$ cat src/hdl/ripf_pkg.sv
// Shared types, constants and helper functions for the regex infix-to-postfix converter.
`timescale 1ns / 1ps

package ripf_pkg;

    localparam int SYM_W  = 7;
    localparam int STAT_W = 2;
    localparam int OPC_W  = 2;

    // ASCII codes of the operator characters
    localparam logic [SYM_W-1:0] CH_OPEN  = 7'h28;
    localparam logic [SYM_W-1:0] CH_CLOSE = 7'h29;
    localparam logic [SYM_W-1:0] CH_STAR  = 7'h2A;
    localparam logic [SYM_W-1:0] CH_CAT   = 7'h2B;
    localparam logic [SYM_W-1:0] CH_ALT   = 7'h7C;

    // Operator codes as kept on the stack
    typedef enum logic [OPC_W-1:0] {
        OPC_OPEN = 2'd0,
        OPC_STAR = 2'd1,
        OPC_ALT  = 2'd2,
        OPC_CAT  = 2'd3
    } opc_t;

    // Result status codes
    typedef enum logic [STAT_W-1:0] {
        ST_OK              = 2'd0,
        ST_UNMATCHED_CLOSE = 2'd1,
        ST_OVERFLOW        = 2'd2,
        ST_UNMATCHED_OPEN  = 2'd3
    } status_t;

    // Source of an emitted result
    typedef enum logic [1:0] {
        EM_TOP    = 2'd0,
        EM_SYMBOL = 2'd1,
        EM_STATUS = 2'd2
    } emit_sel_t;

    // Commands from the controller to the datapath
    typedef struct packed {
        logic      load;
        logic      pop;
        logic      push;
        logic      emit;
        emit_sel_t emit_sel;
        status_t   emit_status;
        logic      set_open;
        logic      finish;
    } ripf_cmd_t;

    // Status from the datapath to the controller
    typedef struct packed {
        logic in_operand;
        logic in_close;
        logic in_concat;
        logic item_operand;
        logic stack_empty;
        logic stack_full;
        logic top_open;
        logic top_pops;
        logic open_left;
        logic fin;
        logic emit_ok;
        logic done_ok;
    } ripf_stat_t;

    function automatic logic is_operand(input logic [SYM_W-1:0] sym);
        is_operand = (sym != CH_OPEN) && (sym != CH_CLOSE) && (sym != CH_STAR) &&
                     (sym != CH_CAT) && (sym != CH_ALT);
    endfunction

    // Operator character to stack code; any character other than (, * and | maps to the concatenation code
    function automatic opc_t sym_to_opc(input logic [SYM_W-1:0] sym);
        opc_t code;
        code = OPC_CAT;
        if (sym == CH_OPEN)
            code = OPC_OPEN;
        else if (sym == CH_STAR)
            code = OPC_STAR;
        else if (sym == CH_ALT)
            code = OPC_ALT;
        sym_to_opc = code;
    endfunction

    function automatic logic [SYM_W-1:0] op_ascii(input opc_t code);
        logic [SYM_W-1:0] ch;
        unique case (code)
            OPC_OPEN: ch = CH_OPEN;
            OPC_STAR: ch = CH_STAR;
            OPC_ALT:  ch = CH_ALT;
            OPC_CAT:  ch = CH_CAT;
            default:  ch = CH_CAT;
        endcase
        op_ascii = ch;
    endfunction

    // Binding strength: ( > * > | > +
    function automatic logic [2:0] op_rank(input opc_t code);
        logic [2:0] r;
        unique case (code)
            OPC_OPEN: r = 3'd4;
            OPC_STAR: r = 3'd3;
            OPC_ALT:  r = 3'd2;
            OPC_CAT:  r = 3'd1;
            default:  r = 3'd1;
        endcase
        op_rank = r;
    endfunction

endpackage

$ cat src/hdl/ripf_ram.sv
// Generic single-write, single-read RAM with registered read data.
`timescale 1ns / 1ps

module ripf_ram #(
    parameter int WIDTH = 2,
    parameter int DEPTH = 16
) (
    input  logic                     clk,
    input  logic                     wr_en,
    input  logic [$clog2(DEPTH)-1:0] wr_addr,
    input  logic [WIDTH-1:0]         wr_data,
    input  logic [$clog2(DEPTH)-1:0] rd_addr,
    output logic [WIDTH-1:0]         rd_data
);

    logic [WIDTH-1:0] mem [DEPTH];
    logic [WIDTH-1:0] rd_data_reg;

    // Write port
    always_ff @(posedge clk)
    begin
        if (wr_en)
        begin
            mem[wr_addr] <= wr_data;
        end
    end

    // Registered read port
    always_ff @(posedge clk)
    begin
        rd_data_reg <= mem[rd_addr];
    end

    assign rd_data = rd_data_reg;

endmodule

$ cat src/hdl/ripf_dpath.sv
// Datapath: operator stack, item registers, result holding stage and output register.
`timescale 1ns / 1ps

module ripf_dpath #(
    parameter int STACK_DEPTH = 16
) (
    input  logic                      clk,
    input  logic                      rst_n,
    input  logic [ripf_pkg::SYM_W-1:0] symbol,
    input  logic                      final_char,
    input  ripf_pkg::ripf_cmd_t       cmd,
    output ripf_pkg::ripf_stat_t      stat,
    input  logic                      out_stall,
    output logic                      out_valid,
    output logic [ripf_pkg::SYM_W-1:0] out_symbol,
    output logic                      has_symbol,
    output logic                      run_end,
    output logic                      expr_end,
    output logic [ripf_pkg::STAT_W-1:0] status
);

    localparam int CNT_W = $clog2(STACK_DEPTH + 1);
    localparam int IDX_W = $clog2(STACK_DEPTH);

    // Stack and item state
    logic [CNT_W-1:0]              count_reg, count_next;
    logic                          prev_reg, prev_next;
    logic                          open_left_reg, open_left_next;
    logic                          fin_reg, fin_next;
    logic                          item_operand_reg, item_operand_next;
    ripf_pkg::opc_t                cur_code_reg, cur_code_next;
    logic [ripf_pkg::SYM_W-1:0]    item_sym_reg, item_sym_next;

    // Held result (waits until it is known whether it ends the run)
    logic                          pend_valid_reg, pend_valid_next;
    logic [ripf_pkg::SYM_W-1:0]    pend_sym_reg, pend_sym_next;
    logic                          pend_has_reg, pend_has_next;
    ripf_pkg::status_t             pend_status_reg, pend_status_next;

    // Output register
    logic                          out_valid_reg, out_valid_next;
    logic [ripf_pkg::SYM_W-1:0]    out_sym_reg, out_sym_next;
    logic                          out_has_reg, out_has_next;
    logic                          out_run_reg, out_run_next;
    logic                          out_expr_reg, out_expr_next;
    ripf_pkg::status_t             out_status_reg, out_status_next;

    logic [CNT_W-1:0]              count_dec;
    logic [ripf_pkg::OPC_W-1:0]    rd_data;
    ripf_pkg::opc_t                top_code;
    logic                          out_free;
    logic                          in_operand;
    logic [ripf_pkg::SYM_W-1:0]    new_sym;
    logic                          new_has;
    ripf_pkg::status_t             new_status;

    assign count_dec = count_reg - CNT_W'(1);
    assign top_code  = ripf_pkg::opc_t'(rd_data);
    assign out_free  = !out_valid_reg || !out_stall;
    assign in_operand = ripf_pkg::is_operand(symbol);

    // Operator stack; read address always tracks the top entry
    ripf_ram #(
        .WIDTH (ripf_pkg::OPC_W),
        .DEPTH (STACK_DEPTH)
    ) u_stack (
        .clk     (clk),
        .wr_en   (cmd.push),
        .wr_addr (count_reg[IDX_W-1:0]),
        .wr_data (cur_code_reg),
        .rd_addr (count_dec[IDX_W-1:0]),
        .rd_data (rd_data)
    );

    // Status toward the controller
    always_comb
    begin
        stat.in_operand   = in_operand;
        stat.in_close     = (symbol == ripf_pkg::CH_CLOSE);
        stat.in_concat    = in_operand && prev_reg;
        stat.item_operand = item_operand_reg;
        stat.stack_empty  = (count_reg == '0);
        stat.stack_full   = (count_reg == CNT_W'(STACK_DEPTH));
        stat.top_open     = (top_code == ripf_pkg::OPC_OPEN);
        stat.top_pops     = (top_code != ripf_pkg::OPC_OPEN) &&
                            !(ripf_pkg::op_rank(cur_code_reg) > ripf_pkg::op_rank(top_code));
        stat.open_left    = open_left_reg;
        stat.fin          = fin_reg;
        stat.emit_ok      = !pend_valid_reg || out_free;
        stat.done_ok      = out_free || (!pend_valid_reg && !fin_reg);
    end

    // Value of a newly emitted result
    always_comb
    begin
        new_sym    = '0;
        new_has    = 1'b0;
        new_status = ripf_pkg::ST_OK;
        unique case (cmd.emit_sel)
            ripf_pkg::EM_TOP:
            begin
                new_sym = ripf_pkg::op_ascii(top_code);
                new_has = 1'b1;
            end
            ripf_pkg::EM_SYMBOL:
            begin
                new_sym = item_sym_reg;
                new_has = 1'b1;
            end
            ripf_pkg::EM_STATUS:
            begin
                new_status = cmd.emit_status;
            end
            default:
            begin
                new_sym = '0;
            end
        endcase
    end

    // Item and stack bookkeeping
    always_comb
    begin
        count_next        = count_reg;
        prev_next         = prev_reg;
        open_left_next    = open_left_reg;
        fin_next          = fin_reg;
        item_operand_next = item_operand_reg;
        cur_code_next     = cur_code_reg;
        item_sym_next     = item_sym_reg;
        if (cmd.load)
        begin
            item_sym_next     = symbol;
            fin_next          = final_char;
            item_operand_next = in_operand;
            cur_code_next     = in_operand ? ripf_pkg::OPC_CAT : ripf_pkg::sym_to_opc(symbol);
            prev_next         = in_operand;
            open_left_next    = 1'b0;
        end
        if (cmd.pop)
            count_next = count_dec;
        if (cmd.push)
            count_next = count_reg + CNT_W'(1);
        if (cmd.set_open)
            open_left_next = 1'b1;
        if (cmd.finish && fin_reg)
        begin
            count_next = '0;
            prev_next  = 1'b0;
        end
    end

    // Held result and output register
    always_comb
    begin
        pend_valid_next  = pend_valid_reg;
        pend_sym_next    = pend_sym_reg;
        pend_has_next    = pend_has_reg;
        pend_status_next = pend_status_reg;
        out_valid_next   = out_valid_reg;
        out_sym_next     = out_sym_reg;
        out_has_next     = out_has_reg;
        out_run_next     = out_run_reg;
        out_expr_next    = out_expr_reg;
        out_status_next  = out_status_reg;

        if (out_valid_reg && !out_stall)
            out_valid_next = 1'b0;

        // a new result pushes the held one out as a mid-run result
        if (cmd.emit)
        begin
            if (pend_valid_reg)
            begin
                out_valid_next  = 1'b1;
                out_sym_next    = pend_sym_reg;
                out_has_next    = pend_has_reg;
                out_status_next = pend_status_reg;
                out_run_next    = 1'b0;
                out_expr_next   = 1'b0;
            end
            pend_valid_next  = 1'b1;
            pend_sym_next    = new_sym;
            pend_has_next    = new_has;
            pend_status_next = new_status;
        end

        // end of item: held result closes the run, or an empty final gets a status result
        if (cmd.finish)
        begin
            if (pend_valid_reg)
            begin
                out_valid_next  = 1'b1;
                out_sym_next    = pend_sym_reg;
                out_has_next    = pend_has_reg;
                out_status_next = pend_status_reg;
                out_run_next    = 1'b1;
                out_expr_next   = fin_reg;
            end
            else if (fin_reg)
            begin
                out_valid_next  = 1'b1;
                out_sym_next    = '0;
                out_has_next    = 1'b0;
                out_status_next = ripf_pkg::ST_OK;
                out_run_next    = 1'b1;
                out_expr_next   = 1'b1;
            end
            pend_valid_next = 1'b0;
        end
    end

    // Control registers
    always_ff @(posedge clk or negedge rst_n)
    begin
        if (!rst_n)
        begin
            count_reg      <= '0;
            prev_reg       <= 1'b0;
            open_left_reg  <= 1'b0;
            fin_reg        <= 1'b0;
            pend_valid_reg <= 1'b0;
            out_valid_reg  <= 1'b0;
        end
        else
        begin
            count_reg      <= count_next;
            prev_reg       <= prev_next;
            open_left_reg  <= open_left_next;
            fin_reg        <= fin_next;
            pend_valid_reg <= pend_valid_next;
            out_valid_reg  <= out_valid_next;
        end
    end

    // Payload registers
    always_ff @(posedge clk)
    begin
        item_operand_reg <= item_operand_next;
        cur_code_reg     <= cur_code_next;
        item_sym_reg     <= item_sym_next;
        pend_sym_reg     <= pend_sym_next;
        pend_has_reg     <= pend_has_next;
        pend_status_reg  <= pend_status_next;
        out_sym_reg      <= out_sym_next;
        out_has_reg      <= out_has_next;
        out_run_reg      <= out_run_next;
        out_expr_reg     <= out_expr_next;
        out_status_reg   <= out_status_next;
    end

    assign out_valid  = out_valid_reg;
    assign out_symbol = out_sym_reg;
    assign has_symbol = out_has_reg;
    assign run_end    = out_run_reg;
    assign expr_end   = out_expr_reg;
    assign status     = out_status_reg;

`ifndef SYNTH
    a_pop_nonempty: assert property (@(posedge clk) disable iff (!rst_n)
        cmd.pop |-> (count_reg != '0))
        else $error("pop from empty stack");

    a_push_room: assert property (@(posedge clk) disable iff (!rst_n)
        cmd.push |-> (count_reg < CNT_W'(STACK_DEPTH)))
        else $error("push onto full stack");

    a_emit_room: assert property (@(posedge clk) disable iff (!rst_n)
        cmd.emit |-> (!pend_valid_reg || out_free))
        else $error("result emitted with no room");

    a_flush_clears: assert property (@(posedge clk) disable iff (!rst_n)
        (cmd.finish && fin_reg) |=> ((count_reg == '0) && !prev_reg))
        else $error("final item left state behind");

    a_load_clean: assert property (@(posedge clk) disable iff (!rst_n)
        cmd.load |-> (!pend_valid_reg && !cmd.emit))
        else $error("new item loaded with a held result");
`endif

endmodule

$ cat src/hdl/ripf_ctrl.sv
// Controller: sequences operator handling, close-paren unwinding and final flush.
`timescale 1ns / 1ps

module ripf_ctrl (
    input  logic                 clk,
    input  logic                 rst_n,
    input  logic                 in_valid,
    input  ripf_pkg::ripf_stat_t stat,
    output ripf_pkg::ripf_cmd_t  cmd,
    output logic                 busy
);

    typedef enum logic [11:0] {
        S_IDLE      = 12'b0000_0000_0001,
        S_OP_READ   = 12'b0000_0000_0010,
        S_OP_CHECK  = 12'b0000_0000_0100,
        S_OP_PUSH   = 12'b0000_0000_1000,
        S_SYM       = 12'b0000_0001_0000,
        S_CL_READ   = 12'b0000_0010_0000,
        S_CL_CHECK  = 12'b0000_0100_0000,
        S_CL_ERR    = 12'b0000_1000_0000,
        S_FL_READ   = 12'b0001_0000_0000,
        S_FL_CHECK  = 12'b0010_0000_0000,
        S_FL_STATUS = 12'b0100_0000_0000,
        S_DONE      = 12'b1000_0000_0000
    } state_t;

    state_t state_reg, state_next;
    state_t after_item;

    // After the character itself: flush on the final item, else wrap up
    assign after_item = stat.fin ? S_FL_READ : S_DONE;
    assign busy       = (state_reg != S_IDLE);

    // Next state and commands
    always_comb
    begin
        state_next = state_reg;
        cmd        = '0;
        unique case (state_reg)
            S_IDLE:
            begin
                if (in_valid)
                begin
                    cmd.load = 1'b1;
                    if (stat.in_close)
                        state_next = S_CL_READ;
                    else if (stat.in_operand && !stat.in_concat)
                        state_next = S_SYM;
                    else
                        state_next = S_OP_READ;
                end
            end
            S_OP_READ:
            begin
                state_next = stat.stack_empty ? S_OP_PUSH : S_OP_CHECK;
            end
            S_OP_CHECK:
            begin
                if (!stat.top_pops)
                    state_next = S_OP_PUSH;
                else if (stat.emit_ok)
                begin
                    cmd.emit     = 1'b1;
                    cmd.emit_sel = ripf_pkg::EM_TOP;
                    cmd.pop      = 1'b1;
                    state_next   = S_OP_READ;
                end
            end
            S_OP_PUSH:
            begin
                if (!stat.stack_full)
                begin
                    cmd.push   = 1'b1;
                    state_next = stat.item_operand ? S_SYM : after_item;
                end
                else if (stat.emit_ok)
                begin
                    cmd.emit        = 1'b1;
                    cmd.emit_sel    = ripf_pkg::EM_STATUS;
                    cmd.emit_status = ripf_pkg::ST_OVERFLOW;
                    state_next      = stat.item_operand ? S_SYM : after_item;
                end
            end
            S_SYM:
            begin
                if (stat.emit_ok)
                begin
                    cmd.emit     = 1'b1;
                    cmd.emit_sel = ripf_pkg::EM_SYMBOL;
                    state_next   = after_item;
                end
            end
            S_CL_READ:
            begin
                state_next = stat.stack_empty ? S_CL_ERR : S_CL_CHECK;
            end
            S_CL_CHECK:
            begin
                if (stat.top_open)
                begin
                    cmd.pop    = 1'b1;
                    state_next = after_item;
                end
                else if (stat.emit_ok)
                begin
                    cmd.emit     = 1'b1;
                    cmd.emit_sel = ripf_pkg::EM_TOP;
                    cmd.pop      = 1'b1;
                    state_next   = S_CL_READ;
                end
            end
            S_CL_ERR:
            begin
                if (stat.emit_ok)
                begin
                    cmd.emit        = 1'b1;
                    cmd.emit_sel    = ripf_pkg::EM_STATUS;
                    cmd.emit_status = ripf_pkg::ST_UNMATCHED_CLOSE;
                    state_next      = after_item;
                end
            end
            S_FL_READ:
            begin
                if (!stat.stack_empty)
                    state_next = S_FL_CHECK;
                else
                    state_next = stat.open_left ? S_FL_STATUS : S_DONE;
            end
            S_FL_CHECK:
            begin
                if (stat.top_open)
                begin
                    cmd.pop      = 1'b1;
                    cmd.set_open = 1'b1;
                    state_next   = S_FL_READ;
                end
                else if (stat.emit_ok)
                begin
                    cmd.emit     = 1'b1;
                    cmd.emit_sel = ripf_pkg::EM_TOP;
                    cmd.pop      = 1'b1;
                    state_next   = S_FL_READ;
                end
            end
            S_FL_STATUS:
            begin
                if (stat.emit_ok)
                begin
                    cmd.emit        = 1'b1;
                    cmd.emit_sel    = ripf_pkg::EM_STATUS;
                    cmd.emit_status = ripf_pkg::ST_UNMATCHED_OPEN;
                    state_next      = S_DONE;
                end
            end
            S_DONE:
            begin
                if (stat.done_ok)
                begin
                    cmd.finish = 1'b1;
                    state_next = S_IDLE;
                end
            end
            default:
            begin
                state_next = S_IDLE;
            end
        endcase
    end

    // State register
    always_ff @(posedge clk or negedge rst_n)
    begin
        if (!rst_n)
            state_reg <= S_IDLE;
        else
            state_reg <= state_next;
    end

`ifndef SYNTH
    a_load_only_idle: assert property (@(posedge clk) disable iff (!rst_n)
        cmd.load |-> (state_reg == S_IDLE))
        else $error("item loaded while busy");

    a_finish_to_idle: assert property (@(posedge clk) disable iff (!rst_n)
        cmd.finish |=> (state_reg == S_IDLE))
        else $error("finish did not return to idle");

    a_push_pop_excl: assert property (@(posedge clk) disable iff (!rst_n)
        !(cmd.push && cmd.pop))
        else $error("push and pop in one cycle");
`endif

endmodule

$ cat src/hdl/regex_infix_to_postfix_top.sv
// Top level of the regex infix-to-postfix converter.
`timescale 1ns / 1ps

// Regular expression infix-to-postfix converter.
// Input channel (in_valid / in_stall): one ASCII character per transfer in
// symbol, with final_char set on the last character of the expression.
// Output channel (out_valid / out_stall): postfix characters in out_symbol
// (has_symbol = 1) or status-only results (has_symbol = 0, code in status).
// run_end marks the last result caused by an input character, expr_end the
// last result of the expression. A character that produces nothing gives no
// transfer, except a final one, which always gives at least one result.
// With no output stall, a plain operand runs load, symbol and done steps; an
// operator or a ')' runs load, stack read, push or pop, and done (a ')' pops
// its '(' there), plus a check and a read per operator popped, a check when
// an operator stops on an entry it leaves in place, and a symbol step for an
// implied concatenation. A final character adds a flush read, a check and a
// read per entry flushed, and a status step for a leftover '('. Each result
// waits in a holding stage until the next one is made or the character ends.
// in_stall is high while a character is being worked on. A stalled output
// holds its result and the sequencer waits on the next result. Reset empties
// the operator stack and drops any result in flight; stack RAM contents are
// not cleared and are never read before being written.

module regex_infix_to_postfix_top #(
    parameter int STACK_DEPTH = 16
) (
    input  logic                        clk,
    input  logic                        rst_n,
    input  logic                        in_valid,
    output logic                        in_stall,
    input  logic [ripf_pkg::SYM_W-1:0]  symbol,
    input  logic                        final_char,
    output logic                        out_valid,
    input  logic                        out_stall,
    output logic [ripf_pkg::SYM_W-1:0]  out_symbol,
    output logic                        has_symbol,
    output logic                        run_end,
    output logic                        expr_end,
    output logic [ripf_pkg::STAT_W-1:0] status
);

    ripf_pkg::ripf_cmd_t  cmd;
    ripf_pkg::ripf_stat_t stat;
    logic                 busy;

    assign in_stall = busy;

    // Sequencer
    ripf_ctrl u_ctrl (
        .clk      (clk),
        .rst_n    (rst_n),
        .in_valid (in_valid),
        .stat     (stat),
        .cmd      (cmd),
        .busy     (busy)
    );

    // Stack, item registers and output stage
    ripf_dpath #(
        .STACK_DEPTH (STACK_DEPTH)
    ) u_dpath (
        .clk        (clk),
        .rst_n      (rst_n),
        .symbol     (symbol),
        .final_char (final_char),
        .cmd        (cmd),
        .stat       (stat),
        .out_stall  (out_stall),
        .out_valid  (out_valid),
        .out_symbol (out_symbol),
        .has_symbol (has_symbol),
        .run_end    (run_end),
        .expr_end   (expr_end),
        .status     (status)
    );

endmodule

$ cat config.mk
export PLATFORM = sky130hd
export DESIGN_NAME = regex_infix_to_postfix_top
export DESIGN_NICKNAME = d
export VERILOG_FILES = /design/src/hdl/ripf_pkg.sv /design/src/hdl/ripf_ram.sv /design/src/hdl/ripf_dpath.sv /design/src/hdl/ripf_ctrl.sv /design/src/hdl/regex_infix_to_postfix_top.sv
export SDC_FILE = /design/constraint.sdc
export NUM_CORES = 1
export LEC_CHECK = 0
export ABC_CLOCK_PERIOD_IN_PS = 3400
export BUFFER_PORTS_ARGS = -buffer_cell sky130_fd_sc_hd__buf_4
export CAP_MARGIN = 20
export CORE_MARGIN = 2
export CORE_UTILIZATION = 35
export DETAILED_ROUTE_END_ITERATION = 10
export MAX_ROUTING_LAYER = met4
export PLACE_DENSITY = 0.52
export SLEW_MARGIN = 5
export SYNTH_ARGS = -nofsm -noshare
export SYNTH_HDL_FRONTEND = slang
export SYNTH_SLANG_ARGS = --single-unit
$ cat constraint.sdc
create_clock -name clk -period 3.4 [get_ports clk]
set_input_delay 0.34 -clock clk [delete_from_list [all_inputs] [get_ports clk]]
set_output_delay 0.34 -clock clk [all_outputs]
set_load 0.02 [all_outputs]
# --- Yosys cells after proc, flatten, opt, wreduce, memory -nomap -nowiden ---
# Memories as Yosys holds them, arrays and structs flattened. A register that Yosys moved wholly into a read port is not among the register bits.
# Cells that the tools add are included.
totals:
  register_bits: 54
  latchBits: 0
  ramBits: 32
  romBits: 0
  out_inout_bits: 14
  word_cells: 186
  memories: 1
mem_list:
  columns: ["name", "depth", "word_bits", "rd", "rd_clocked_by_memory_dff", "wr", "line_no", "rtl"]
  rows:
  - ["u_dpath.u_stack.mem", 16, 2, 1, 1, 1, "ripf_ram.sv:16", "logic [WIDTH-1:0] mem [DEPTH];"]
classes:
  addsub: 2
  mul: 0
  n_div: 0
  n_lt_le_gt_ge: 1
  n_eq_ne: 39
  shift: 0
  n_mux: 93
  bitwise_logic: 0
  reduce_logical: 32
ops:
  columns: ["op", "count"]
  rows:
  - ["12-bit 2-to-1 mux", 16]
  - ["12-bit one-hot mux with 11 select lines", 1]
  - ["1-bit 2-to-1 mux", 42]
  - ["5-bit 2-to-1 mux", 8]
  - ["7-bit 2-to-1 mux", 5]
  - ["7-bit by 6-bit inequality test with 1-bit output (second input constant)", 4]
  - ["7-bit one-hot mux with 4 select lines", 1]
  - ["3-bit one-hot mux with 4 select lines", 2]
  - ["7-bit by 6-bit equality test with 1-bit output (second input constant)", 3]
  - ["3-bit one-hot mux with 6 select lines", 1]
  - ["2-bit 2-to-1 mux", 7]
  - ["7-bit one-hot mux with 2 select lines", 1]
  - ["12-bit by 1-bit equality test with 1-bit output (second input constant)", 1]
  - ["12-bit by 10-bit equality test with 1-bit output (second input constant)", 1]
  - ["12-bit by 11-bit equality test with 1-bit output (second input constant)", 1]
  - ["12-bit equality test (second input constant)", 1]
  - ["12-bit by 2-bit equality test with 1-bit output (second input constant)", 1]
  - ["12-bit by 3-bit equality test with 1-bit output (second input constant)", 1]
  - ["12-bit by 4-bit equality test with 1-bit output (second input constant)", 1]
  - ["12-bit by 5-bit equality test with 1-bit output (second input constant)", 1]
  - ["12-bit by 6-bit equality test with 1-bit output (second input constant)", 1]
  - ["12-bit by 7-bit equality test with 1-bit output (second input constant)", 1]
  - ["12-bit by 8-bit equality test with 1-bit output (second input constant)", 1]
  - ["12-bit by 9-bit equality test with 1-bit output (second input constant)", 1]
  - ["27 further kinds", 64]

# --- Longest topological paths before layout ---
# Gate-level depths: netlist of the first run.
depth:
  word_depth: 12
  depth_mapped: 11

# --- Hierarchy ---
# From an unflattened synthesis of the first run, not the netlist that was laid out.
unflattened:
  hier_cells: 392
  hier_area_um2: 4518.1
by_module_without_submodules:
  columns: ["module", "n_inst", "cells_each", "area_per_inst_um2"]
  rows:
  - ["ripf_dpath", 1, 171, 1966.9]
  - ["ripf_ram", 1, 78, 1380.1]
  - ["ripf_ctrl", 1, 143, 1171.1]

# --- Worst setup path after synthesis of the first run ---
# No wires, ideal clock.
synth_timing:
  kind: "reg2reg"
  startpoint: "register u_dpath.count_reg[0]"
  endpoint: "register u_dpath.out_has_reg, in the netlist u_dpath.has_symbol"
  setup_time_ns: 0.119
  arrival_time_ns: 2.983
  t_required_ns: 3.281
  setup_slack_ns: 0.298
  path_stages_with_launch: 10
  period_less_slack_ns: 3.102
  path_cell_list: "dfrtp_1 -> clkbuf_1 -> buf_1 -> inv_1 -> ha_1 -> nand4bb_1 -> nor4_4 -> o41ai_2 -> nand3_2 -> o221a_2"
synth_via:
  elab_chain_len: 7
synth_rtl:
  columns: ["element", "line_no", "rtl"]
  rows:
  - ["start, declared", "ripf_dpath.sv:26", "logic [CNT_W-1:0] count_reg, count_next;"]
  - ["start signal, assigned", "ripf_dpath.sv:227", "count_reg <= count_next;"]
  - ["5-bit equality test (*)", "ripf_dpath.sv:83", "stat.stack_full = (count_reg == CNT_W'(STACK_DEPTH));"]
  - ["5-bit 2-to-1 mux (*)", "ripf_ctrl.sv:72", "if (!stat.stack_full)"]
  - ["3-bit one-hot mux with 6 select lines (*)", "ripf_ctrl.sv:40", "unique case (state_reg)"]
  - ["1-bit 2-to-1 mux (*)", "ripf_dpath.sv:171", "if (cmd.emit)"]
  - ["1-bit 2-to-1 mux", "ripf_dpath.sv:200", "else if (fin_reg)"]
  - ["1-bit 2-to-1 mux", "ripf_dpath.sv:191", "if (pend_valid_reg)"]
  - ["1-bit 2-to-1 mux (*)", "ripf_dpath.sv:189", "if (cmd.finish)"]
  - ["net u_dpath.out_has_next", "ripf_dpath.sv:43", "logic out_has_reg, out_has_next;"]
  - ["end signal, assigned", "ripf_dpath.sv:246", "out_has_reg <= out_has_next;"]
  - ["end, declared", "ripf_dpath.sv:43", null]
# Mark *: on every way through the listed nets, which the timed path passes. The rest lies on a longest branch.
# A chain may end at the register's enable or synchronous reset.

# --- Worst setup path in the final report of the first run ---
layout_timing:
  startpoint: "register u_dpath.u_stack.rd_data_reg[0], in the netlist u_dpath.u_stack.rd_data[0] (read register of u_dpath.u_stack.mem)"
  endpoint: "register u_dpath.out_run_reg, in the netlist u_dpath.run_end"
layout_via:
  elab_chain_len: 11
  elab_cells_between_ends: 16
  classes_between: "1 x order compare; 3 x eq/ne; 8 x mux; 4 x reduce/logical"
layout_rtl:
  columns: ["element", "line_no", "rtl"]
  rows:
  - ["start, declared", "ripf_ram.sv:17", "logic [WIDTH-1:0] rd_data_reg;"]
  - ["2-bit equality test, or another cell as far along", "ripf_pkg.sv:101", "unique case (code)"]
  - ["3-bit one-hot mux with 4 select lines", "ripf_pkg.sv:101", null]
  - ["3-bit greater-than comparator", "ripf_dpath.sv:86", "!(ripf_pkg::op_rank(cur_code_reg) > ripf_pkg::op_rank(top_code));"]
  - ["1-bit zero test", "ripf_dpath.sv:86", null]
  - ["1-bit logical AND", "ripf_dpath.sv:85", "stat.top_pops = (top_code != ripf_pkg::OPC_OPEN) &&"]
  - ["3-bit 2-to-1 mux", "ripf_ctrl.sv:60", "if (!stat.top_pops)"]
  - ["3-bit one-hot mux with 6 select lines (*)", "ripf_ctrl.sv:40", null]
  - ["1-bit 2-to-1 mux (*)", "ripf_dpath.sv:171", null]
  - ["1-bit 2-to-1 mux", "ripf_dpath.sv:200", null]
  - ["1-bit 2-to-1 mux", "ripf_dpath.sv:191", null]
  - ["1-bit 2-to-1 mux (*)", "ripf_dpath.sv:189", null]
  - ["net u_dpath.out_run_next", "ripf_dpath.sv:44", "logic out_run_reg, out_run_next;"]
  - ["end signal, assigned", "ripf_dpath.sv:247", "out_run_reg <= out_run_next;"]
  - ["end, declared", "ripf_dpath.sv:44", null]
# Marks and branches as above.

==> impl_metrics.toml, run 1 <==
[outcome]
status = "completed"

[logic_synthesis]
synthTopCellsByArea = "edfxtp_1 (34%), dfrtp_1 (11%), dfxtp_1 (6.1%), mux4_2 (4.9%), ha_1 (4.1%)"
syn_inst = 401
yosysSeqAreaShare_pct = 51.9
netlist.area_leader.share_pct = 33.8
ys.warnings.count = 0
netlist_area_mm2 = 0.00461
netlist.top_cell.by_area = "edfxtp_1"
synth.distinct_cells = 68
synth_seq_cells = 88
ys_dominant_reg_cell = "edfxtp_1"
syn_nets = 428
synth-edff-count = 52
synthArstFlopShare_pct = 25.0
synth.avg_cell_area_um2 = 11.5

[timing]
tns_ns = 0
fmax_mhz = 331
period_share_pct = 89.0
worst_slew_pin_slew_ns = 0.743
slew_headroom_pct = 49.8
finalHoldViolations = 0
clock_skew_ns = 0.00742
fin_ws_ns = 0.375
hold_ws_ns = 0.180
rsz0062_at_grt = "no"
period_minus_slack_ns = 3.03
setup_viol = 0
finalMaxSlewViolations = 0

[power_and_ir_drop]
power_density_mw_per_mm2 = 773
finalPower_mw = 4.10
ir_drop_mv = 0.389
p_leak_nw = 2.02

[layout]
final_cell_mix = "edfxtp_1 (52), buf_4 (37), nor2_1 (35)"
largest_reg_flops = 32
syn2layout_area_growth_pct = 15.1
nNetsFinal = 457
fill_cells = 1267
multiInputGateArea_mm2 = 0.00206
drive_gt1_share_pct = 20.5
num_antenna_cells = 0
regArea_mm2 = 0.00239
final_common_cell = "edfxtp_1"

[grt]
grt_pass1_wl_um = 18000
met2_usage_pct = 25.2
grt_pass1_vias = 3176
grt_util_all_layers_pct = 17.2
antenna_found_initial = 0
use_met3_pct = 4.31
met1_usage_pct = 23.8
overflow = 0
grt_busiest_layer = "met2"
grt_max_degree = 23

[clocking]
cts_setup_buffers = 0
cts_buffers = 9
clock_latency_ns = 0.35
cts_root_buf = "clkbuf_16"
cts_tree = "yes"
clock_sinks = 88
clk_pin_slew_worst_paths_ns = 0.06
clk_path_buf_depth = 2
h-tree-depth = 3

[place]
gp_congestion = 0.906
dp_hpwl_um = 8200
port_buffers = 25
preCtsSetupSlack_ns = 0.393

[setup_path]
cp.required_ns = 3.64
cp_slowest_stage_delay_ns = 0.60
crit_type = "flip-flop to flip-flop"
crit_arrival_ns = 3.27
start_kind = "flip-flop"
path_max_fanout = 13
cpMaxStageDelayCell = "o41a_1"
crit_chain = "inv_1 > ha_1 > inv_1 > ha_1 > nor3_1 > a41oi_1 > a21oi_2 > o41a_1 > nand2_1 > o21a_1"
end_kind = "flip-flop"

[drt]
drc = 0
routedWlPerCell_um = 18.2
vias = 3282
first_iter_violations = 357
routed_via_density = 5.41
wirelength_um = 11100
first_pass_iters = 5
drtAntennaViolNets = 0

[min_path]
hp-class = "input port to flip-flop"

[floorplanning]
core-area_mm2 = 0.0127
start_util_pct = 36.3
rows = 41
io_pins = 26
die_w_um = 119
die_h_um = 119
dieArea_mm2 = 0.0141

[job]
timing.max_cap.violations = 0
final cells by class:
class                      count  share of cell area [%]
clock buffer                  10                    4.31
clock inverter                 6                    1.15
inverter                      18                    1.27
multi-input combinational    275                    38.7
sequential                    88                    45.1
tap                          172                    4.05
timing repair buffer          38                    5.42
through the flow:
step	util (%)	cells	area, µm²
2_1_floorplan	-	401	4610
4_1_cts	41.8	607	5310
5_1_grt	41.8	607	5310
6_report	41.8	607	5310
3_5_place_dp	39.4	590	5010
3_3_place_gp	39.4	590	5010
worst max-delay path, delay by kind of cell, from the launching register on:
kind	cells	cell delay, ns
DFF	1	0.33
adders and majority gates	2	0.72
buffers and inverters	2	0.26
AOI/OAI and AO/OA	4	1.28
and+or+nand+nor	2	0.33
power breakdown:
part / leakage (nW) / internal, mW / switching, mW / total [mW]
Combinational: 1.03 / 0.690 / 0.898 / 1.59
Clock: 0.144 / 0.567 / 0.405 / 0.972
Sequential: 0.849 / 1.36 / 0.187 / 1.55
Total: 2.02 / 2.61 / 1.49 / 4.10
final timing paths:
| path | startpoint | slack [ns] | cells after the start | to |
|---|---|---|---|---|
| worst min register to register | u_dpath.run_end | 0.52 | 1 | u_dpath.run_end |
| max in group asynchronous | rst_n | 2.70 | 2 | u_ctrl.state_reg[0] |
| worst max-delay path | u_dpath.u_stack.rd_data[0] | 0.37 | 10 | u_dpath.run_end |
| worst min-delay path | symbol[3] | 0.18 | 1 | u_dpath.item_sym_reg[3] |
| worst max register to register | u_dpath.u_stack.rd_data[0] | 0.37 | 10 | u_dpath.run_end |
| min in group asynchronous | rst_n | 0.41 | 2 | u_dpath.open_left_reg |
cells by family (layout without fill, tap and decap cells):
family	Yosys count	after routing	synth area share, %
multiplexers	14	14	5.86
adder cells (fa/ha/maj)	15	15	4.07
XOR/XNOR	5	5	0.949
buffers and inverters	38	72	3.53
AO/OA/AOI/OAI	92	92	15.0
AND/OR/NAND/NOR	149	149	18.7
flip-flops	88	88	51.9
timing repair:
action / CTS / global route
endpoints found under the setup margin: 0 / 0
endpoints found under the hold margin: 21 / 0
hold buffers: 1 / 0
resized for setup: 0 / 0
metal layers:
layer  wire length (µm)  vias up
met5                  0        -
met4                125        0
met3                538        9
met2               5210       80
met1               5190     1605
li1                   -     1588
Yosys cell counts (all sizes together), types with 3 or more instances:
cell / instances
o211ai: 4
edfxtp: 52
a31oi: 3
buf: 13
nand4: 4
ha: 15
a22o: 3
xnor2: 3
nand3: 9
dfrtp: 21
a21oi: 27
nand2b: 12
dfxtp: 14
o221a: 9
mux2i: 3
or4b: 4
a21o: 7
nand2: 27
o221ai: 3
o21ai: 10
and3: 6
inv: 18
o21a: 4
or4: 5
nor4: 6
clkbuf: 7
nor3: 8
nor4b: 8
o22ai: 5
mux4: 10
and2: 12
nor2: 35
o41ai: 4
(Power assumes the default switching activity.)
==> run 2: changes to the inputs <==
- ABC_CLOCK_PERIOD_IN_PS: 3400 -> 2880
- clock period: 3.4 -> 2.88 ns (I/O delays scaled with it)
==> impl_metrics.toml, run 2 (synthesis gave the netlist of run 1 again) <==
[outcome]
status = "completed"

[clocking]
cts_root_buf = "clkbuf_16"
clock_latency_ns = 0.35
clk_pin_slew_worst_paths_ns = 0.07
cts_buffers = 9
h-tree-depth = 3
clock_sinks = 88
cts_tree = "yes"
clk_path_buf_depth = 2

[layout]
num_antenna_cells = 0
final_cell_mix = "edfxtp_1 (52), buf_4 (46), nor2_1 (35)"
fill_cells = 1268
final_common_cell = "edfxtp_1"
regArea_mm2 = 0.00239
final_area_mm2 = 0.00541
final_util_pct = 42.5
multiInputGateArea_mm2 = 0.00209
nNetsFinal = 467
syn2layout_area_growth_pct = 17.2
largest_reg_flops = 32
drive_gt1_share_pct = 22.9

[drt]
first_pass_iters = 5
first_iter_violations = 193
vias = 3306
wirelength_um = 11300
routedWlPerCell_um = 18.3
drc = 0
routed_via_density = 5.36
drtAntennaViolNets = 0

[setup_path]
start_kind = "flip-flop"
crit_chain = "inv_1 > ha_1 > o21bai_1 > ha_1 > a41oi_2 > a21oi_4 > buf_4 > nor4b_4 > o221ai_4 > mux2_4"
cp.required_ns = 3.12
worst-path-buf-inv = 2
crit_type = "flip-flop to flip-flop"
cp_top_family = "compound AO/OA/AOI/OAI gates"
cp_slowest_stage_delay_ns = 0.41
cp_common_cell = "ha_1"
path_max_fanout = 6
cp.depth = 10
end_kind = "flip-flop"
crit_arrival_ns = 2.93
cpMaxStageDelayCell = "edfxtp_1"
reg2regPathDepth = 10

[floorplanning]
core-area_mm2 = 0.0127
die_h_um = 119
rows = 41
io_pins = 26
die_w_um = 119
dieArea_mm2 = 0.0141
start_util_pct = 36.3

[timing]
slew_headroom_pct = 56.9
finalHoldViolations = 0
finalMaxSlewViolations = 0
fmax_mhz = 371
fin_ws_ns = 0.184
period_share_pct = 93.6
period_minus_slack_ns = 2.70
worst_slew_pin_slew_ns = 0.641
setup_viol = 0
clock_skew_ns = 0.0104
tns_ns = 0
rsz0062_at_grt = "no"

[grt]
grt_pass1_wl_um = 18100
grt_pass1_vias = 3304
overflow = 0
grt_max_degree = 27
grt_util_all_layers_pct = 17.3
antenna_found_initial = 0

[place]
preCtsSetupSlack_ns = 0.0892
place_area_mm2 = 0.00510
port_buffers = 25
gp_congestion = 0.940
dp_hpwl_um = 8160

[power_and_ir_drop]
p_leak_nw = 2.08
ir_drop_mv = 0.444
finalPower_mw = 4.83
power_density_mw_per_mm2 = 893

[job]
timing.max_cap.violations = 0

[min_path]
hp-class = "input port to flip-flop"
hold_depth = 1
==> run 2: cell count changes in the layout (fill, tap and decap cells not counted), sizes merged <==
| cell | previous run | this run |
|---|---|---|
| clkinv | 5 | 4 |
| buf | 37 | 47 |
| clkinvlp | 0 | 1 |
| bufinv | 1 | 0 |
| inv | 18 | 19 |
==> run 2: power breakdown <==
group	total (mW)	switching (mW)	internal [mW]
Combinational	1.97	1.12	0.855
Sequential	1.79	0.190	1.60
Clock	1.07	0.485	0.581
==> run 2: worst paths after layout <==
path                                          from                      end  slack [ns]
max in group asynchronous                    rst_n      u_ctrl.state_reg[0]        2.21
min in group asynchronous                    rst_n        u_dpath.out_valid        0.37
setup reg to reg           u_dpath.cur_code_reg[0]      u_ctrl.state_reg[4]        0.18
setup / recovery           u_dpath.cur_code_reg[0]      u_ctrl.state_reg[4]        0.18
hold reg to reg                   u_dpath.expr_end         u_dpath.expr_end        0.52
hold / removal                           symbol[3]  u_dpath.item_sym_reg[3]        0.13
==> run 2: cell type report <==
type / count / share of cell area (%)
Sequential cell: 88 / 44.3
Inverter: 18 / 1.25
Clock buffer: 10 / 4.23
Multi-Input combinational cell: 275 / 38.7
Timing Repair Buffer: 48 / 6.94
Clock inverter: 6 / 0.671
Tap cell: 172 / 3.98
==> run 2: through the flow <==
stage / hold WS [ns] / cells
floorplan: -0.00759 / 401
global placement: 0.202 / 599
detailed placement: 0.211 / 599
CTS: 0.115 / 616
global route: 0.109 / 617
finish: 0.129 / 617
==> run 2: what timing repair did <==
item                       CTS  global route
buffers inserted             0             1
setup endpoints to repair    0             3
hold buffers                 1             0
resized for setup            0             4
hold endpoints to repair    21             0
==> run 2: metal layers <==
metal | GRT usage, % | part of all wire (%)
met4 | 5.51 | 1.6
met3 | 4.65 | 3.3
met2 | 26.5 | 47
met5 | - | 0
met1 | 22.4 | 48
==> run 2: worst register-to-register path: cells and delay by family, from the launching register on <==
family | cells | cell delay [ns]
buf+inv | 2 | 0.25
simple gates | 1 | 0.33
fa+ha+maj | 2 | 0.52
mux | 1 | 0.32
compound gates | 4 | 0.78
flops | 1 | 0.41
